$ cat src/occupancy_grid_owner_map_macros.svh
// ----------------------------------------------------------------------------
// Occupancy grid owner map: assertion macros
// Clocked on clk, disabled while arst_n is low. Empty when SYNTH is defined.
// ----------------------------------------------------------------------------
`ifndef OCCUPANCY_GRID_OWNER_MAP_MACROS_SVH
`define OCCUPANCY_GRID_OWNER_MAP_MACROS_SVH

`ifndef SYNTH
// property must hold at every clock edge out of reset
`define OGOM_ASSERT(lbl, prop, msg) \
	lbl: assert property (@(posedge clk) disable iff (!arst_n) prop) else $error(msg);
// expression must never be true at a clock edge out of reset
`define OGOM_NEVER(lbl, expr, msg) \
	lbl: assert property (@(posedge clk) disable iff (!arst_n) !(expr)) else $error(msg);
`else
`define OGOM_ASSERT(lbl, prop, msg)
`define OGOM_NEVER(lbl, expr, msg)
`endif

`endif

$ cat src/ogom_pkg.sv
// ----------------------------------------------------------------------------
// ogom_pkg
// Shared field widths, action and register codes, and control structs of the
// occupancy grid owner map.
// ----------------------------------------------------------------------------
`default_nettype none

package ogom_pkg;

	// field widths fixed by the interface
	localparam int DIM_W     = 9;
	localparam int PROD_W    = 2 * DIM_W;
	localparam int SIZE_W    = 4;
	localparam int COORD_W   = 8;
	localparam int END_W     = 9;
	localparam int MASK_W    = 64;
	localparam int BIT_W     = 6;
	localparam int IDX_W     = 16;
	localparam int OWN_IO_W  = 12;
	localparam int COUNT_W   = 17;
	localparam int REG_IDX_W = 2;

	// configuration register indexes
	localparam logic [REG_IDX_W-1:0] REG_GRID_WIDTH  = 2'd0;
	localparam logic [REG_IDX_W-1:0] REG_GRID_HEIGHT = 2'd1;

	localparam logic [DIM_W-1:0] DIM_RESET = 9'd256;

	typedef enum logic [2:0] {
		ACT_ADD    = 3'd0,
		ACT_MADD   = 3'd1,
		ACT_REMOVE = 3'd2,
		ACT_QUERY  = 3'd3,
		ACT_CLEAN  = 3'd4
	} action_t;

	// controller to cell walker
	typedef struct packed {
		logic start;
		logic step;
	} walk_ctrl_t;

	// per-cell flags traveling with a read request into the update stage
	typedef struct packed {
		logic vld;
		logic mbit;
	} cell_flags_t;

endpackage

`default_nettype wire

$ cat src/ogom_upd.sv
// ----------------------------------------------------------------------------
// ogom_upd
// Update stage: takes the read data of one cell, decides the write back for
// the action and keeps the query answer and the cleared-cell count.
// ----------------------------------------------------------------------------
`default_nettype none

module ogom_upd import ogom_pkg::*; #(
	parameter int OWNER_BITS = 12
) (
	input  logic                  clk,
	input  logic                  arst_n,
	input  logic                  start,
	input  action_t               op,
	input  logic [OWNER_BITS-1:0] own,
	input  cell_flags_t           flags_s1,
	input  logic [OWNER_BITS-1:0] rd_data,
	output logic                  we,
	output logic [OWNER_BITS-1:0] wdata,
	output logic [COUNT_W-1:0]    count,
	output logic [OWNER_BITS-1:0] found
);

	logic own_hit;
	logic is_free;

	assign own_hit = (rd_data == own);
	assign is_free = (rd_data == '0);

	// write back decision
	always_comb begin
		we    = 1'b0;
		wdata = '0;
		case (op)
			ACT_ADD: begin
				we    = flags_s1.vld;
				wdata = own;
			end
			ACT_MADD: begin
				we    = flags_s1.vld && is_free && flags_s1.mbit;
				wdata = own;
			end
			ACT_REMOVE, ACT_CLEAN: begin
				we    = flags_s1.vld && own_hit;
				wdata = '0;
			end
			default: begin
				we    = 1'b0;
				wdata = '0;
			end
		endcase
	end

	// query answer and clean count
	always_ff @(posedge clk or negedge arst_n) begin
		if (!arst_n) begin
			count <= '0;
			found <= '0;
		end else if (start) begin
			count <= '0;
			found <= '0;
		end else if (flags_s1.vld) begin
			if (op == ACT_CLEAN && own_hit) begin
				count <= count + COUNT_W'(1);
			end
			if (op == ACT_QUERY) begin
				found <= rd_data;
			end
		end
	end

endmodule

`default_nettype wire

$ cat config.mk
export PLATFORM = sky130hd
export DESIGN_NAME = ogom_upd
export DESIGN_NICKNAME = d
export VERILOG_FILES = /design/src/occupancy_grid_owner_map_macros.svh /design/src/ogom_pkg.sv /design/src/ogom_upd.sv
export SDC_FILE = /design/constraint.sdc
export NUM_CORES = 1
export LEC_CHECK = 0
export ABC_CLOCK_PERIOD_IN_PS = 2770
export BUFFER_PORTS_ARGS = -buffer_cell sky130_fd_sc_hd__buf_2
export CAP_MARGIN = 20
export CELL_PAD_IN_SITES_DETAIL_PLACEMENT = 2
export CELL_PAD_IN_SITES_GLOBAL_PLACEMENT = 2
export CORE_ASPECT_RATIO = 1.2
export CORE_MARGIN = 4
export CORE_UTILIZATION = 28
export CTS_CLUSTER_SIZE = 28
export DETAILED_ROUTE_END_ITERATION = 10
export HOLD_SLACK_MARGIN = 0.15
export PLACE_DENSITY_LB_ADDON = 0.1
export RECOVER_POWER = 25
export SETUP_SLACK_MARGIN = 0.02
export SLEW_MARGIN = 25
export SYNTH_ARGS = -nofsm -noshare
export SYNTH_HDL_FRONTEND = slang
export SYNTH_SLANG_ARGS = --single-unit
$ cat constraint.sdc
create_clock -name clk -period 2.77 [get_ports clk]
set_input_delay 0.277 -clock clk [delete_from_list [all_inputs] [get_ports clk]]
set_output_delay 0.277 -clock clk [all_outputs]
set_load 0.05 [all_outputs]
==> reports/qor.csv <==
metric,value,unit
worst_pin_slew,1.68,ns
ys_types,31,
antenna_found_initial,0,
cp_max_fo,6,
fp.dieW,79.0,um
drtAntennaViolNets,0,
cts_buffers,5,
startpoint_type,primary input,
drc,0,
final_core_util,0.385,
avgSynthCellArea,8.59,sq um
detail_route.iter0.violations,49,
core_region_area,5740,sq um
rows,30,
seq_area_frac_synth,0.429,
grt_pass1_wl,9840,um
dp_hpwl,4490,um
failed_checks,"capacitance limit, slew limit",
syn-instance-count,197,
cts_num_sinks,29,
finalMaxSlewViolations,30,
slew_headroom,-0.120,
cts-root-buf,clkbuf_8,
stdcell_count,351,
cp.arrival,1.83,ns
yosys_warnings,0,
ys_ff_latch,29,
place.gp.congestion,0.727,
grt_use_total,0.171,
maxCapViolCount,1,
final_hold_viol_count,0,
worst_ep_required_time,2.49,ns
timing.hold.ws,0.265,ns
cts_tree,yes,
port-buffer-count,73,
fin_nets,304,
p_leak,0.978,nW
clk_pin_slew,0.06,ns
fin_crit,2.11,ns
wl_per_cell,16.6,um
area_growth,30.8,%
first_global_vias,2023,
peakVddDrop,0.000140,V
cellPowerDensity,420,nW/um^2
drt-total-wl,5810,um
die_y,93.1,um
clock_path_buffers,2,
grt_start_max_net_pins,32,
vias,1788,
n_antenna_cell,0,
status,finished with violations,
end_kind,output pin,
rsz0062_at_grt,no,
dieArea,7350,sq um
viasPerCell,5.09,
syn_area,1690,sq um
synth_ff_type,dfrtp_1,
final.period_utilization,0.761,
syn-num-nets,230,
final-setup-viol-count,0,
final_common_cell,buf_2,
worst_hold_path_type,primary input to register,
grt-ovfl-total,0,
ctsHtreeMaxLevel,2,
post_cts_buffers,0,
start_util,0.295,
async_reset_ff_frac,1.00,
timing.fmax,475,MHz
skew,0.00143,ns
tns,0,ns
worstSetupPathType,primary input to output pin,
io_pins,74,
drive_gt1_frac,0.273,
clock_latency,0.28,ns
dr.pass1.iters,4,
synth_edf_count,0,
final_cell_mix,"buf_2, nand2_1, dfrtp_1",
place_inst,343,
## registers in the layout, indices dropped and copies added (netlist names)
name,cells
found,12
count,17
## power breakdown
group,switching [mW],total (mW),internal [mW]
Sequential,0.00186,0.429,0.427
Combinational,0.0996,0.144,0.0448
Clock,0.158,0.355,0.197
## synthesized netlist by cell type, drive strengths merged (6+ instances only)
library cell	number	area share
nor2	7	0.016
xnor2	13	0.067
a21oi	25	0.074
o21ai	8	0.024
or4	6	0.029
nand4	6	0.022
nand2	34	0.075
nand3	9	0.027
dfrtp	29	0.43
and2	12	0.044
## layout make-up
| type | instances | area [sq um] |
|---|---|---|
| inverter | 3 | 11.3 |
| fill | 709 | 3530 |
| sequential | 29 | 726 |
| clock buffer | 7 | 86.3 |
| tap | 80 | 100 |
| multi-input combinational | 156 | 913 |
| timing repair buffer | 76 | 375 |
## layer usage
| layer | vias to the layer above | share of wire | track usage |
|---|---|---|---|
| li1 | 844 | - | - |
| met1 | 880 | 0.40 | 0.193 |
| met2 | 59 | 0.52 | 0.311 |
| met3 | 5 | 0.070 | 0.0511 |
| met4 | 0 | 0.010 | 0.0430 |
| met5 | - | 0 | 0 |
## metrics by stage
step	power (mW)	setup WS, ns	area [sq um]
global placement	0.582	0.582	2130
detailed placement	0.585	0.487	2130
global route	0.980	0.363	2210
finish	0.928	0.663	2210
CTS	0.949	0.625	2230
floorplan	0.519	0.514	1690
## repair_timing
item / CTS / global route
setup endpoints to repair: 0 / 0
hold endpoints to repair: 29 / 0
resized for setup: 0 / 0
hold buffers: 1 / 0
## path summary, 6_finish.rpt
kind / from / to / slack, ns / depth (start not counted)
max: rd_data[6] / we / 0.66 / 8
min: rd_data[6] / found[6] / 0.26 / 3
max reg2reg: count[0] / count[9] / 0.67 / 5
min reg2reg: found[0] / found[0] / 0.52 / 2
max in group asynchronous: arst_n / found[6] / 0.82 / 2
min in group asynchronous: arst_n / count[11] / 0.97 / 2
## cell families after synthesis
kind of cell	after synthesis	synth area share
simple gates	100	0.320
xor+xnor	13	0.0673
buf+inv	12	0.0311
fa+ha+maj	1	0.00740
compound gates	39	0.126
flops	29	0.429
mux	3	0.0192
## worst max-delay path: stages
cell	delay, ns
buf_2	0.12
xnor2_1	0.17
nand4_1	0.22
nor4_1	0.38
buf_4	0.22
o21ai_0	0.10
nand2_1	0.08
buf_2	0.26
Note: power is estimated with default switching activity, not from simulation.
