--- src/occupancy_grid_owner_map_macros.svh ---
// ----------------------------------------------------------------------------
// Occupancy grid owner map: assertion macros
// Clocked on clk, disabled while arst_n is low. Empty when SYNTH is defined.
// ----------------------------------------------------------------------------
`ifndef OCCUPANCY_GRID_OWNER_MAP_MACROS_SVH
`define OCCUPANCY_GRID_OWNER_MAP_MACROS_SVH

`ifndef SYNTH
// property must hold at every clock edge out of reset
`define OGOM_ASSERT(lbl, prop, msg) \
	lbl: assert property (@(posedge clk) disable iff (!arst_n) prop) else $error(msg);
// expression must never be true at a clock edge out of reset
`define OGOM_NEVER(lbl, expr, msg) \
	lbl: assert property (@(posedge clk) disable iff (!arst_n) !(expr)) else $error(msg);
`else
`define OGOM_ASSERT(lbl, prop, msg)
`define OGOM_NEVER(lbl, expr, msg)
`endif

`endif

--- src/ogom_pkg.sv ---
// ----------------------------------------------------------------------------
// ogom_pkg
// Shared field widths, action and register codes, and control structs of the
// occupancy grid owner map.
// ----------------------------------------------------------------------------
`default_nettype none

package ogom_pkg;

	// field widths fixed by the interface
	localparam int DIM_W     = 9;
	localparam int PROD_W    = 2 * DIM_W;
	localparam int SIZE_W    = 4;
	localparam int COORD_W   = 8;
	localparam int END_W     = 9;
	localparam int MASK_W    = 64;
	localparam int BIT_W     = 6;
	localparam int IDX_W     = 16;
	localparam int OWN_IO_W  = 12;
	localparam int COUNT_W   = 17;
	localparam int REG_IDX_W = 2;

	// configuration register indexes
	localparam logic [REG_IDX_W-1:0] REG_GRID_WIDTH  = 2'd0;
	localparam logic [REG_IDX_W-1:0] REG_GRID_HEIGHT = 2'd1;

	localparam logic [DIM_W-1:0] DIM_RESET = 9'd256;

	typedef enum logic [2:0] {
		ACT_ADD    = 3'd0,
		ACT_MADD   = 3'd1,
		ACT_REMOVE = 3'd2,
		ACT_QUERY  = 3'd3,
		ACT_CLEAN  = 3'd4
	} action_t;

	// controller to cell walker
	typedef struct packed {
		logic start;
		logic step;
	} walk_ctrl_t;

	// per-cell flags traveling with a read request into the update stage
	typedef struct packed {
		logic vld;
		logic mbit;
	} cell_flags_t;

endpackage

`default_nettype wire

--- src/ogom_walk.sv ---
// ----------------------------------------------------------------------------
// ogom_walk
// Cell walker: steps through the cells of one request (rectangle, whole grid
// or a single index), issues one memory read per cycle and carries the cell
// address and flags into the update stage.
// ----------------------------------------------------------------------------
`default_nettype none

module ogom_walk import ogom_pkg::*; #(
	parameter int ADDR_BITS = 16
) (
	input  logic                 clk,
	input  logic                 arst_n,
	input  walk_ctrl_t           ctrl,
	input  action_t              op,
	input  logic [COORD_W-1:0]   cx,
	input  logic [COORD_W-1:0]   cz,
	input  logic [SIZE_W-1:0]    sx,
	input  logic [SIZE_W-1:0]    sz,
	input  logic [DIM_W-1:0]     w,
	input  logic [DIM_W-1:0]     h,
	input  logic [ADDR_BITS:0]   total,
	input  logic [IDX_W-1:0]     idx,
	input  logic [MASK_W-1:0]    mask,
	output logic                 rd_en,
	output logic [ADDR_BITS-1:0] rd_addr,
	output logic                 last,
	output cell_flags_t          flags_s1,
	output logic [ADDR_BITS-1:0] addr_s1
);

	localparam int CMP_W = (ADDR_BITS + 1 > IDX_W) ? ADDR_BITS + 1 : IDX_W;

	logic [SIZE_W-1:0]    x_q;
	logic [SIZE_W-1:0]    z_q;
	logic [BIT_W-1:0]     bit_q;
	logic [ADDR_BITS-1:0] i_q;

	logic [DIM_W-1:0]  col;
	logic [DIM_W-1:0]  row;
	logic [PROD_W-1:0] row_base;
	logic [PROD_W-1:0] rect_lin;
	logic              rect_in;
	logic              rect_last;
	logic              x_end;
	logic              cell_vld;

	// rectangle cell position; mask bit index equals the loop position
	assign col       = DIM_W'(cx) + DIM_W'(x_q);
	assign row       = DIM_W'(cz) + DIM_W'(z_q);
	assign row_base  = PROD_W'(row) * PROD_W'(w);
	assign rect_lin  = row_base + PROD_W'(col);
	assign rect_in   = (col < w) && (row < h) && (sx != '0) && (sz != '0);
	assign x_end     = (x_q == sx - SIZE_W'(1));
	assign rect_last = (sx == '0) || (sz == '0) || (x_end && (z_q == sz - SIZE_W'(1)));

	// current cell by action
	always_comb begin
		cell_vld = 1'b0;
		rd_addr  = '0;
		last     = 1'b1;
		case (op)
			ACT_ADD, ACT_MADD, ACT_REMOVE: begin
				cell_vld = rect_in;
				rd_addr  = ADDR_BITS'(rect_lin);
				last     = rect_last;
			end
			ACT_QUERY: begin
				cell_vld = CMP_W'(idx) < CMP_W'(total);
				rd_addr  = ADDR_BITS'(idx);
				last     = 1'b1;
			end
			ACT_CLEAN: begin
				cell_vld = 1'b1;
				rd_addr  = i_q;
				last     = ((ADDR_BITS + 1)'(i_q) + (ADDR_BITS + 1)'(1)) == total;
			end
			default: begin
				cell_vld = 1'b0;
				rd_addr  = '0;
				last     = 1'b1;
			end
		endcase
	end

	assign rd_en = ctrl.step && cell_vld;

	// loop counters
	always_ff @(posedge clk or negedge arst_n) begin
		if (!arst_n) begin
			x_q      <= '0;
			z_q      <= '0;
			bit_q    <= '0;
			i_q      <= '0;
			flags_s1 <= '0;
		end else begin
			if (ctrl.start) begin
				x_q   <= '0;
				z_q   <= '0;
				bit_q <= '0;
				i_q   <= '0;
			end else if (ctrl.step) begin
				if (x_end) begin
					x_q <= '0;
					z_q <= z_q + SIZE_W'(1);
				end else begin
					x_q <= x_q + SIZE_W'(1);
				end
				bit_q <= bit_q + BIT_W'(1);
				i_q   <= i_q + ADDR_BITS'(1);
			end
			flags_s1.vld  <= ctrl.step && cell_vld;
			flags_s1.mbit <= mask[bit_q];
		end
	end

	// cell address travels with the read
	always_ff @(posedge clk) begin
		addr_s1 <= rd_addr;
	end

endmodule

`default_nettype wire

--- config.mk ---
export PLATFORM = sky130hd
export DESIGN_NAME = ogom_walk
export DESIGN_NICKNAME = d
export VERILOG_FILES = /design/src/occupancy_grid_owner_map_macros.svh /design/src/ogom_pkg.sv /design/src/ogom_walk.sv
export SDC_FILE = /design/constraint.sdc
export NUM_CORES = 1
export LEC_CHECK = 0
export BUFFER_PORTS_ARGS = -buffer_cell sky130_fd_sc_hd__buf_4
export CAP_MARGIN = 10
export CORE_ASPECT_RATIO = 0.7
export CORE_MARGIN = 2
export CORE_UTILIZATION = 55
export DETAILED_ROUTE_END_ITERATION = 16
export HOLD_SLACK_MARGIN = 0.03
export PLACE_DENSITY = 0.92
export SLEW_MARGIN = 20
export SYNTH_ARGS = -nofsm -noshare
export SYNTH_HDL_FRONTEND = slang
export SYNTH_SLANG_ARGS = --single-unit
--- constraint.sdc ---
create_clock -name clk -period 13.35 [get_ports clk]
set_input_delay 2.67 -clock clk [delete_from_list [all_inputs] [get_ports clk]]
set_output_delay 2.67 -clock clk [all_outputs]
set_load 0.05 [all_outputs]
==> summary.md <==
| Metric | Value |
|---|---|
| CTS Hold Bufs | `0` |
| Ys Warns | `0` |
| Latest clock arrival within the worst-skew pair | `0.30 ns` |
| Worst Hold Class | `reg -> reg` |
| CTS buffer count | `5` |
| Avg Cell Area, Syn | `8.76 um2` |
| Fin. max-slew vios | `0` |
| Placed Cells | `1,158` |
| CTS Root Cell | `clkbuf_16` |
| Setup Buffers After CTS | `0` |
| Diode count | `0` |
| Post-synth top area cell | `ha_1` |
| TritonCTS clock tree | `yes` |
| DRT Pass-1 Iters | `5` |
| Reg2reg end | `addr_s1[15]$_DFF_P_` |
| Most frequent cells in the layout | `buf_4, inv_1, ha_1` |
| Crit path buf inv count | `5` |
| Initial Util | `56.1%` |
| WL/cell | `17.8 um` |
| R2r setup slk | `6.16 ns` |
| R2R Path Start | `z_q[0]$_DFFE_PN0P_` |
| Syn Nets | `1,132` |
| Top_reg_cell synth | `dfrtp_1` |
| Setup violations, final | `0` |
| Yosys top cell area share | `15.5%` |
| Tot GR Track Use | `29.9%` |
| H-tree depth | `2` |
| CTS clk-pin slew, worst paths | `0.06 ns` |
| Vias in the first global route | `6,812` |
| Critical path's largest stage delay | `0.61 ns` |
| Hold path depth | `2` |
| Layout area overhead | `21.9%` |
| Post-Syn Instances | `839` |
| Status | `completed` |
| DRT iter0 DRCs | `419` |
| Post-synth EDFFs | `0` |
| Pin count of the biggest net entering global routing | `33` |
| Core region area | `0.0131 mm2` |
| Die Ht | `101 um` |
| Netlist Area Pre-Place | `0.00735 mm2` |
| Leak | `4.55 nW` |
| Post-route clock skew | `0.00450 ns` |
| Crit path capture type | `primary output` |
| Non-filler cells in the finished layout | `1,166` |
| Worst endpoint required time | `10.68 ns` |
| First-pass GRT wire length | `33.6 mm` |
| VDD IR max | `90.7 uV` |
| Hold Crit Start | `bit_q[5]$_DFFE_PN0P_` |
| # DRC | `0` |
| Post-DP HPWL | `17.4 mm` |
| Final Hold Viols | `0` |
| Worst Hold Path EP | `bit_q[5]$_DFFE_PN0P_` |
| Cell Chain, Critical Path | `buf_4 > ha_1 > fa_1 > a21o_1 > a21oi_1 > xnor2_1 > nand2_1 > fa_1 > inv_1 > fa_1 > ha_1 > fa_1 > inv_1 > fa_1 > inv_1 > ha_1 > o21ai_0 > a21oi_1 > o41ai_1 > nor2_1 > o31ai_1 > xnor2_1 > o21ai_0 > buf_4` |
| Final wirelength | `20.8 mm` |
| Pwr/cell area | `141 mW/mm2` |
| CP max FO | `10` |
| Final Wtd Congestion | `1.00` |
| Max Cap Viol | `0` |
| Nets | `1,292` |
| Crit path DAT | `9.60 ns` |
| IO Count | `182` |
| Initial antenna violation count | `0` |
| Grt total ovfl | `0` |
| Post-synthesis async set-or-reset flop share | `66.7%` |
| IO Port Bufs | `181` |
| Min Clock Period, post-route | `12.27 ns` |
| R2R cell count | `22` |
| Die X | `142 um` |
| DIE AREA | `0.0143 mm2` |
| Count of different cell masters after synthesis | `56` |
| Unrepaired setup endpoints after global routing | `no` |
| Number of fill cells | `1,028` |
| Setup TNS | `0 ns` |
| # rows | `35` |
| Hold WS | `0.586 ns` |
| Slew Limit Headroom | `33.5%` |
| Worst setup SP type | `input port` |
| Sink Count | `48` |
| FF+latch count, synth | `48` |
| Layout cell share with drive strength beyond 1 | `21.1%` |
| Cts repair resizes | `0` |
| Worst Tran Pin Value | `0.998 ns` |
| Via count | `6,823` |
| Commonest non-fill, non-tap cell in the layout | `buf_4` |
| Worst path top cell family by delay | `adder cells` |
| Final worst path period share | `91.9%` |
| Most frequent CP cell | `fa_1` |
| Vias/cell | `5.85` |
| Synth area leaders | `ha_1, fa_1, dfrtp_1` |
| Clock Tree Buf Depth | `2` |
| WS Path Type | `in -> out` |
| CP max-delay cell | `o41ai_1` |
| Maximum clock frequency | `0.0815 GHz` |
| Routed Antenna Nets | `0` |
| Sequential-to-total area share from yosys stat | `15.3%` |
cells in the mapped netlist, types with 9 or more instances:
| cell type | count |
|---|---|
| nand4_1 | 11 |
| mux4_2 | 16 |
| fa_1 | 56 |
| nor3_1 | 14 |
| o21ai_0 | 32 |
| inv_1 | 106 |
| nor2b_1 | 9 |
| ha_1 | 91 |
| nand2b_1 | 11 |
| a21o_1 | 19 |
| and2_1 | 34 |
| xnor2_1 | 43 |
| dfrtp_1 | 32 |
| nand3_1 | 16 |
| xor2_1 | 39 |
| dfxtp_1 | 16 |
| clkbuf_1 | 25 |
| nor2_1 | 75 |
| a21oi_1 | 42 |
| nand2_1 | 59 |
logic make-up (layout without fill, tap and decap cells):
family,after synthesis,after routing,synth area share [%]
buf+inv,136,297,7.25
flops,48,48,15.3
mux,25,25,7.25
compound gates,145,145,12.6
xor+xnor,83,83,10.1
fa+ha+maj,147,147,30.7
simple gates,255,255,16.9
worst min-delay path: cells and delay by family (launching register included):
family          cells  cell delay, ns
simple gates        1            0.12
flops               1            0.37
compound gates      1            0.06
registers in the layout (all words and copies together), names as in the netlist:
name / cells
addr_s1: 16
bit_q: 6
flags_s1: 2
i_q: 16
x_q: 4
z_q: 4
through the flow:
stage / area, um2 / utilization, % / power [mW] / setup WS, ns
2_1_floorplan: 7350 / - / 0.855 / 1.17
3_3_place_gp: 8800 / 67.2 / 1.08 / 1.40
3_5_place_dp: 8800 / 67.2 / 1.10 / 1.16
4_1_cts: 8960 / 68.4 / 1.25 / 1.15
5_1_grt: 8960 / 68.4 / 1.35 / 0.696
6_report: 8960 / 68.4 / 1.26 / 1.08
layer usage:
layer	global-route usage, %	vias to the layer above	routed length (um)
li1	-	3176	-
met5	0	-	0
met2	50.8	352	9850
met4	6.08	0	349
met3	5.94	37	1840
met1	40.1	3258	8710
worst max path at each step:
stage	startpoint	end	slack [ns]	cells past startpoint
finish	cz[0]	rd_addr[15]	1.08	24
global route	cz[0]	rd_addr[11]	0.70	24
CTS	cz[0]	rd_addr[15]	1.15	24
detailed placement	cz[0]	rd_addr[15]	1.16	24
global placement	cz[0]	rd_addr[15]	1.40	24
floorplan	cz[0]	rd_addr[15]	1.17	23
cell type report:
type / count / area [um2] / area share (%)
multi-input combinational: 655 / 5700 / 63.6
timing repair buffer: 183 / 1370 / 15.3
sequential: 48 / 1120 / 12.5
inverter: 106 / 398 / 4.44
tap: 166 / 208 / 2.32
clock buffer: 6 / 129 / 1.44
clock inverter: 2 / 35.0 / 0.391
power breakdown:
group | switching [mW] | total [mW] | internal [mW] | leakage (nW)
Sequential | 0.0120 | 0.179 | 0.167 | 0.573
Clock | 0.0569 | 0.145 | 0.0882 | 0.0808
Combinational | 0.571 | 0.934 | 0.364 | 3.90
No activity file was read; power rests on OpenSTA's default activity.
